## src/design/text_console_cursor_scroll_defines.svh

```systemverilog
// Assertion macros for the text console block.
`ifndef TEXT_CONSOLE_CURSOR_SCROLL_DEFINES_SVH
`define TEXT_CONSOLE_CURSOR_SCROLL_DEFINES_SVH

`ifndef SYNTHESIS
// Same-cycle implication, held off during reset.
`define TCCS_ASSERT_IMP(label, ante, cons) \
   label: assert property (@(posedge clock) disable iff (reset) (ante) |-> (cons)) \
      else $error("text console assertion failed");
// Next-cycle implication, held off during reset.
`define TCCS_ASSERT_NXT(label, ante, cons) \
   label: assert property (@(posedge clock) disable iff (reset) (ante) |=> (cons)) \
      else $error("text console assertion failed");
`else
`define TCCS_ASSERT_IMP(label, ante, cons)
`define TCCS_ASSERT_NXT(label, ante, cons)
`endif

`endif

```

## src/design/tccs_pkg.sv

```systemverilog
// Shared constants, types and address helpers for the text console block.
package tccs_pkg;

   // Screen geometry
   localparam int COLUMNS    = 80;
   localparam int ROWS       = 25;
   localparam int TAB_SPACES = 4;
   localparam int CELLS      = ROWS * COLUMNS;

   // Field widths fixed by the interface
   localparam int COL_W  = 7;
   localparam int ROW_W  = 5;
   localparam int CHAR_W = 8;
   localparam int CELL_W = 16;
   localparam int COLOR_W = 4;
   localparam int ATTR_W = 2 * COLOR_W;
   localparam int ADDR_W = $clog2(CELLS);
   localparam int TAB_W  = $clog2(TAB_SPACES + 1);
   localparam int CSR_IDX_W = 1;

   // Request codes
   typedef logic [2:0] op_type;
   localparam op_type OP_PUT     = 3'd0;
   localparam op_type OP_SET_COL = 3'd1;
   localparam op_type OP_SET_ROW = 3'd2;
   localparam op_type OP_CLEAR   = 3'd3;
   localparam op_type OP_READ    = 3'd4;

   // Register indexes
   typedef logic [CSR_IDX_W-1:0] csr_idx_type;
   localparam csr_idx_type CSR_BACKGROUND = 1'b0;
   localparam csr_idx_type CSR_FOREGROUND = 1'b1;

   // Character codes
   localparam logic [CHAR_W-1:0] CHAR_NULL    = 8'h00;
   localparam logic [CHAR_W-1:0] CHAR_TAB     = 8'h09;
   localparam logic [CHAR_W-1:0] CHAR_NEWLINE = 8'h0A;
   localparam logic [CHAR_W-1:0] CHAR_SPACE   = 8'h20;

   localparam logic [ATTR_W-1:0]  RESET_ATTR = 8'h0F;
   localparam logic [COLOR_W-1:0] RESET_BG   = 4'h0;
   localparam logic [COLOR_W-1:0] RESET_FG   = 4'hF;

   // Controller to datapath
   typedef struct packed {
      logic accept;
      logic write_char;
      logic newline;
      logic set_col;
      logic set_row;
      logic clear_start;
      logic sweep_write;
      logic sweep_reset_attr;
      logic read_cell;
      logic load_rsp;
   } cmd_type;

   // Datapath to controller
   typedef struct packed {
      op_type op;
      logic   char_zero;
      logic   char_newline;
      logic   scroll_hit;
      logic   more_after;
      logic   chars_left;
      logic   sweep_last;
      logic   rsp_busy;
   } status_type;

   // Logical row to physical row of the circular row store
   function automatic logic [ROW_W-1:0] phys_row(input logic [ROW_W-1:0] r,
                                                 input logic [ROW_W-1:0] b);
      logic [ROW_W:0] s;
      s = {1'b0, r} + {1'b0, b};
      if (s >= (ROW_W+1)'(ROWS)) begin
         s = s - (ROW_W+1)'(ROWS);
      end
      return s[ROW_W-1:0];
   endfunction

   // Physical row and column to memory address
   function automatic logic [ADDR_W-1:0] cell_addr(input logic [ROW_W-1:0] prow,
                                                   input logic [COL_W-1:0] col);
      return ADDR_W'(prow) * ADDR_W'(COLUMNS) + ADDR_W'(col);
   endfunction

endpackage

```

## src/design/tccs_ctrl.sv

```systemverilog
// Sequencing state machine for the text console block.
module tccs_ctrl import tccs_pkg::*; (
   input  logic       clock,
   input  logic       reset,
   input  logic       req_valid,
   output logic       req_ready,
   input  status_type status,
   output cmd_type    cmd
);

   typedef enum logic [6:0] {
      ST_INIT  = 7'b0000001,
      ST_IDLE  = 7'b0000010,
      ST_EXEC  = 7'b0000100,
      ST_FILL  = 7'b0001000,
      ST_CLEAR = 7'b0010000,
      ST_READ  = 7'b0100000,
      ST_DONE  = 7'b1000000
   } state_type;

   state_type state_ff, state_in;

   assign req_ready = (state_ff == ST_IDLE);

   // Next state and commands
   always_comb begin
      state_in = state_ff;
      cmd      = '0;
      case (state_ff)
         ST_INIT: begin
            // power-up blanking of the whole screen
            cmd.sweep_write      = 1'b1;
            cmd.sweep_reset_attr = 1'b1;
            if (status.sweep_last) state_in = ST_IDLE;
         end
         ST_IDLE: begin
            if (req_valid) begin
               cmd.accept = 1'b1;
               state_in   = ST_EXEC;
            end
         end
         ST_EXEC: begin
            case (status.op)
               OP_PUT: begin
                  if (status.char_zero) begin
                     state_in = ST_DONE;
                  end else if (status.char_newline) begin
                     cmd.newline = 1'b1;
                     state_in    = status.scroll_hit ? ST_FILL : ST_DONE;
                  end else begin
                     cmd.write_char = 1'b1;
                     if (status.scroll_hit)      state_in = ST_FILL;
                     else if (status.more_after) state_in = ST_EXEC;
                     else                        state_in = ST_DONE;
                  end
               end
               OP_SET_COL: begin
                  cmd.set_col = 1'b1;
                  state_in    = ST_DONE;
               end
               OP_SET_ROW: begin
                  cmd.set_row = 1'b1;
                  state_in    = ST_DONE;
               end
               OP_CLEAR: begin
                  cmd.clear_start = 1'b1;
                  state_in        = ST_CLEAR;
               end
               OP_READ: begin
                  cmd.read_cell = 1'b1;
                  state_in      = ST_READ;
               end
               default: state_in = ST_DONE;
            endcase
         end
         ST_FILL: begin
            // blank the new bottom row, then finish any tab spaces
            cmd.sweep_write = 1'b1;
            if (status.sweep_last) state_in = status.chars_left ? ST_EXEC : ST_DONE;
         end
         ST_CLEAR: begin
            cmd.sweep_write = 1'b1;
            if (status.sweep_last) state_in = ST_DONE;
         end
         ST_READ: begin
            state_in = ST_DONE;
         end
         ST_DONE: begin
            if (!status.rsp_busy) begin
               cmd.load_rsp = 1'b1;
               state_in     = ST_IDLE;
            end
         end
         default: state_in = ST_INIT;
      endcase
   end

   always_ff @(posedge clock) begin
      if (reset) begin
         state_ff <= ST_INIT;
      end else begin
         state_ff <= state_in;
      end
   end

endmodule

```

## config.mk

```make
export PLATFORM = sky130hd
export DESIGN_NAME = tccs_ctrl
export DESIGN_NICKNAME = d
export VERILOG_FILES = /design/src/design/text_console_cursor_scroll_defines.svh /design/src/design/tccs_pkg.sv /design/src/design/tccs_ctrl.sv
export SDC_FILE = /design/constraint.sdc
export NUM_CORES = 1
export LEC_CHECK = 0
export BUFFER_PORTS_ARGS = -buffer_cell sky130_fd_sc_hd__buf_2
export CORE_MARGIN = 8
export CORE_UTILIZATION = 51
export DETAILED_ROUTE_END_ITERATION = 8
export GPL_TIMING_DRIVEN = 1
export PLACE_DENSITY = 0.92
export SLEW_MARGIN = 20
export SYNTH_ARGS = -nofsm -noshare
export SYNTH_HDL_FRONTEND = slang
export SYNTH_SLANG_ARGS = --single-unit
export TNS_END_PERCENT = 5
```

## constraint.sdc

```tcl
create_clock -name clock -period 3.5 [get_ports clock]
set_input_delay 0.35 -clock clock [delete_from_list [all_inputs] [get_ports clock]]
set_output_delay 0.35 -clock clock [all_outputs]
set_load 0.02 [all_outputs]
```

==> metrics.txt, run 1 <==
placed inst area=between 700 and 800 µm²; fin crit period=around 2.4 ns; Avg WL per Cell=15.3 µm; I/O pin count=24; Async S/R FF share, synth=0%; DRC=0; cell family with most CP delay=simple AND/OR/NAND/NOR gates; clk_skew=0.00600 ns; sequential fraction of the synthesis area=slightly above 20%; first-pass GRT wire length=3.00 mm; Die Y=52.6 µm; top cells by area, synth=dfxtp_1 21%, xor2_1 5.1%, nor3_1 4.4%; Yosys top cell area share=20.5%; Finished Cell Area=around 800 µm²; Post-CTS Setup Inserts=0; cts repair resizes=0; critical path endpoint category=output port; Fin Setup TNS=0 ns; number of synthesized flops with an enable pin=0; vias per cell=approximately 6; Critical Path AT=between 2 and 2.5 ns; number of global-route vias before repair=735; Largest stage delay, worst path=just under 0.6 ns; clk_lat worst skew=between 0.2 and 0.3 ns; Slew Viols, Final=0; Top FF cell, synth=dfxtp_1; Synth area leader=dfxtp_1; total gr overflow=0; internal power=slightly above 200 µW; Area Growth Syn to Fin=16.8%; Tightest Pin Transition=roughly 0.55 ns; Worst Path Max Fanout=10; top flop regs=state_ff (7); Worst Hold Class=input port to flip-flop; GRT Overall Usage=between 10% and 20%; Max-slew headroom=between 60 and 70%; H-tree depth=1; Synth Net Count=100; Seq cells post-synth=7; status=finished, final reports clean; Critical Path RT=~3.2 ns; Die X=around 53 µm; Sw Ratio=~43%; CTS root buf=clkbuf_4; via total after detailed routing=roughly 760; first-pass detailed-route iteration total=4; RSZ-0062 raised after global routing=no; clock slew at reported path FFs=approximately 0.05 ns; # diodes=0; Max Cap Violations=0; Switch Pwr=~160 µW; startpoint types=flip-flop; total core area=1270 µm²; Largest Register=state_ff; fraction of layout cells with a size suffix above 1=between 30% and 40%; crit path kind=flip-flop to output port; DR iter-0 viols=35; clk buf depth=2; initial antenna violation count=0; final core occ=between 60 and 70%; initial core utilization=between 50% and 60%; max reg flops=7; Antenna Nets Post-Route=0; Final Hold Fails=0; VDD IR max=0.265 mV; Fmax achieved=between 0.4 and 0.5 GHz; DP HPWL=about 1.5 mm; Leak Pwr=~0.00037 µW; gpl congestion=roughly 0.84; PortBufs=23; row cnt=13; hold-fix buffers at CTS=0; NumNets Final=around 120; total CTS buffers=3; Buf/Inv on CP=1; Unique masters post-synth=42; cells along the critical path=or4_4 -> nor4b_4 -> and3b_2 -> and2_1 -> buf_2; Logic pwr share=47.6%; Synth Instances=a little under 90; Sink Count=7; CTS tree=done; largest net degree at the start of global routing=15; DRT Wirelength=between 1.5 and 2 mm; final setup fails=0; PwrDens=roughly 460 nW/µm²; mean post-synth cell area=roughly 8 µm²; synthesized area=683 µm²; worst hold slack=approximately 0.35 ns; Reg power frac=roughly a third; die area=2770 µm²; Period Utilization, post-route=just under 70%; Yosys warnings=0; Clk pwr share=about a fifth; critical path's slowest cell=or4_4
layout by cell type (no fill, tap or decap), types with 2 or more instances in the layout:
master	netlist	final
nor3_1	6	6
nor2_1	7	7
nand2b_1	2	2
nor4_1	2	2
dfxtp_1	7	7
inv_1	7	7
nand3_1	2	2
buf_2	0	23
and2_1	2	2
and3_1	2	2
nor2b_1	3	3
a21oi_1	3	3
xor2_1	4	4
nor4b_1	2	2
clkbuf_4	0	3
nand2_1	3	3
o21ai_0	3	3
and3b_2	2	2
nand4_1	2	2
synth_stat cells, types with 2 or more instances:
library cell	count
nand3_1	2
nor2b_1	3
inv_1	7
a21oi_1	3
nor2_1	7
nand2b_1	2
xor2_1	4
and3_1	2
nor4_1	2
nor3_1	6
dfxtp_1	7
o21ai_0	3
and2_1	2
nand4_1	2
and3b_2	2
buf_4	4
nor4b_1	2
nand2_1	3
final cells by class:
type                    instances  area [µm²]
fillers                       113         470
clock buffers                   4        26.3
multi-input cells              67         472
inverters                       7        26.3
well taps                      15        18.8
repair buffers                 23         115
flip-flops and latches          7         140
through the flow:
stage,total power (µW),cells,worst slack (ns)
4_1_cts,369,123,1.06
5_1_grt,395,123,0.942
3_5_place_dp,292,119,1.30
6_report,366,123,1.07
3_3_place_gp,287,119,1.38
2_1_floorplan,247,87,1.43
routing by layer:
| layer | global-route usage [%] | vias up | wire, µm |
|---|---|---|---|
| met5 | 0 | - | 0 |
| met1 | 14.8 | 342 | 716 |
| met2 | 24.3 | 43 | 985 |
| met4 | 5.17 | 0 | 0 |
| li1 | - | 370 | - |
| met3 | 5.68 | 0 | 178 |
cell families (layout without fill, tap and decap cells):
family	count (synthesis)	after routing	share of synthesized area (%)
xor+xnor	4	4	5.13
simple gates	46	46	44.9
buf+inv	13	34	10.4
flops	7	7	20.5
compound gates	17	17	19.0
power groups by stage:
stage | Clock [µW] | Sequential, µW | Combinational, µW
finish | 73.3 | 118 | 174
global route | 82.3 | 121 | 192
CTS | 75.8 | 118 | 175
detailed placement | 0 | 120 | 172
global placement | 0 | 119 | 168
floorplan | 0 | 96.9 | 150
worst paths after layout:
kind	from	endpoint	slack, ns	cells after the start
min reg2reg	state_ff[1]$_SDFFE_PP0P_	state_ff[1]$_SDFFE_PP0P_	0.71	2
min	reset	state_ff[2]$_SDFFE_PP0P_	0.35	2
max reg2reg	state_ff[4]$_SDFFE_PP0P_	state_ff[2]$_SDFFE_PP0P_	1.28	5
max	state_ff[4]$_SDFFE_PP0P_	cmd[7]	1.07	5
(Power assumes the default switching activity.)
==> run 2, diff against run 1 <==
CORE_UTILIZATION = 43   (was 51)
PLACE_DENSITY = 0.84   (was 0.92)
clock period = 2.15 ns   (was 3.5 ns; I/O delays follow)
==> metrics.txt, run 2 (synthesis results as in run 1) <==
status=finished with violations; Largest stage delay, worst path=0.56 ns (-0.02 ns); initial antenna violation count=0 (unchanged); Avg WL per Cell=15.1 µm (-0.96%); CTS tree=done; PortBufs=23 (unchanged); Buf/Inv on CP=2 (+1); Stages on worst setup path=6 (+1); failing checks=negative setup slack; CTS root buf=clkbuf_4; DRC=0 (unchanged); cells along the critical path=or4_4 -> nor4b_4 -> buf_4 -> and3b_2 -> and2_4 -> buf_6; final setup fails=2 (+2); fraction of layout cells with a size suffix above 1=37.4% (+6.8 points); worst hold slack=0.217 ns (-0.135 ns); R2R Path End=state_ff[2]$_SDFFE_PP0P_; Tightest Pin Transition=0.393 ns (-0.155 ns); gpl congestion=0.815 (-3.0%); Worst Path Max Fanout=3 (-7); Worst Reg-to-Reg Cells=5 (unchanged); initial core utilization=45.3% (-8.5 points); critical path's slowest cell=or4_4; cell family with most CP delay=simple AND/OR/NAND/NOR gates; startpoint types=flip-flop; Filler cells=146 (+29%); Reg2Reg Setup Slack=0.13 ns (-1.15 ns); Leak Pwr=0.000408 µW (+11%); clk_skew=0.00511 ns (-0.000883 ns); largest net degree at the start of global routing=12 (-3); DP HPWL=1.52 mm (+3.4%); total gr overflow=0 (unchanged); number of global-route vias before repair=772 (+5.0%); Period Utilization, post-route=102%; Worst R2R Start=state_ff[6]$_SDFFE_PP0P_; row cnt=14 (+1); VDD IR max=0.310 mV (+17%); Sink Count=7 (unchanged); GRT Overall Usage=12.6% (-1.4 points); fin crit period=around 2.2 ns; first-pass detailed-route iteration total=4 (unchanged); crit path kind=flip-flop to output port; Die Y=55.9 µm (+6.2%); DR iter-0 viols=30 (-14%); Max Cap Violations=0 (unchanged); clock slew at reported path FFs=0.05 ns (about the same); DRT Wirelength=1.98 mm (+5.5%); critical path endpoint category=output port; vias per cell=5.95 (-3.0%); Area Growth Syn to Fin=28.8%; Fin Setup TNS=-0.0527 ns (-0.0527 ns); Final WS setup=-0.0443 ns (-1.11 ns); Fmax achieved=roughly 0.46 GHz; via total after detailed routing=780 (+3.3%); commonest non-fill, non-tap cell in the layout=buf_2; Max-slew headroom=73.8% (+10 points); Worst Hold Class=input port to flip-flop; Largest Register=state_ff; commonest cells after routing, fill and taps aside=19 x buf_2, 9 x buf_4, 7 x inv_1, 7 x nor2_1; H-tree depth=1 (unchanged); Critical Path RT=1.93 ns (-1.22 ns); NumNets Final=129 (+5.7%); max reg flops=7 (unchanged); Final Hold Fails=0 (unchanged); Critical Path AT=1.98 ns (-0.10 ns); die area=3120 µm² (+13%); clk_lat worst skew=0.25 ns (about the same); PwrDens=705 nW/µm² (+54%); total core area=1510 µm² (+19%); Die X=55.9 µm (+6.2%); multi-input logic area=480 µm² (+1.9%); total CTS buffers=3 (unchanged); # diodes=0 (unchanged); Slew Viols, Final=0 (unchanged); first-pass GRT wire length=3.32 mm (+11%); clk buf depth=2 (unchanged); Setup crit end=cmd[7]; RSZ-0062 raised after global routing=yes; top flop regs=state_ff (7); Worst Setup SP=state_ff[6]$_SDFFE_PP0P_; I/O pin count=24 (unchanged); Antenna Nets Post-Route=0 (unchanged); Sequential Area=141 µm² (+0.89%)
run 2: cell count changes in the layout (fill, tap and decap cells not counted):
cell and delta:
buf_4 +9, buf_2 -4, buf_6 +2, and2_1 -1
and2_4 +1, dfxtp_1 -1, dfxtp_2 +1, nor4_1 -1
nor4_2 +1
run 2: worst min path at each step:
stage,start,depth (start not counted),end
final,reset,2,state_ff[2]$_SDFFE_PP0P_
after CTS,reset,2,state_ff[2]$_SDFFE_PP0P_
after floorplan,reset,1,state_ff[2]$_SDFFE_PP0P_
after global placement,reset,2,state_ff[2]$_SDFFE_PP0P_
after global routing,reset,2,state_ff[2]$_SDFFE_PP0P_
after detailed placement,reset,2,state_ff[2]$_SDFFE_PP0P_
run 2: stage by stage:
stage                     instance area (µm²)  cells  total power, µW  setup slack, ns  utilization [%]
after floorplan                           683     87              403           0.0833                -
after CTS                                 870    131              616          -0.0428             57.7
final                                     880    131              620          -0.0443             58.4
after global routing                      880    131              673          -0.0960             58.4
after global placement                    818    126              487            0.211             54.3
after detailed placement                  818    126              492            0.164             54.3
run 2: final cells by class:
| type | instances | share of cell area [%] |
|---|---|---|
| clock buffer | 4 | 2.99 |
| sequential | 7 | 16.1 |
| timing repair buffer | 30 | 21.1 |
| multi-input combinational | 67 | 54.6 |
| inverter | 7 | 2.99 |
| tap | 16 | 2.28 |
run 2: repair_timing:
item                       in CTS  in global routing
setup endpoints to repair       1                  5
hold buffers                    0                  0
resized for setup               6                  3
buffers inserted                1                  0
run 2: report_power, final:
group / switching (µW) / leakage [µW] / internal [µW]
logic: 185 / 0.000335 / 141
clock network: 48.6 / 0.0000150 / 70.8
registers: 29.6 / 0.0000574 / 144
run 2: per-layer routing:
metal / vias up / GRT usage [%] / wire length [µm]
li1: 384 / - / -
met1: 353 / 12.9 / 849
met2: 36 / 22.1 / 948
met3: 7 / 2.74 / 114
met4: 0 / 8.59 / 71
met5: - / 0 / 0
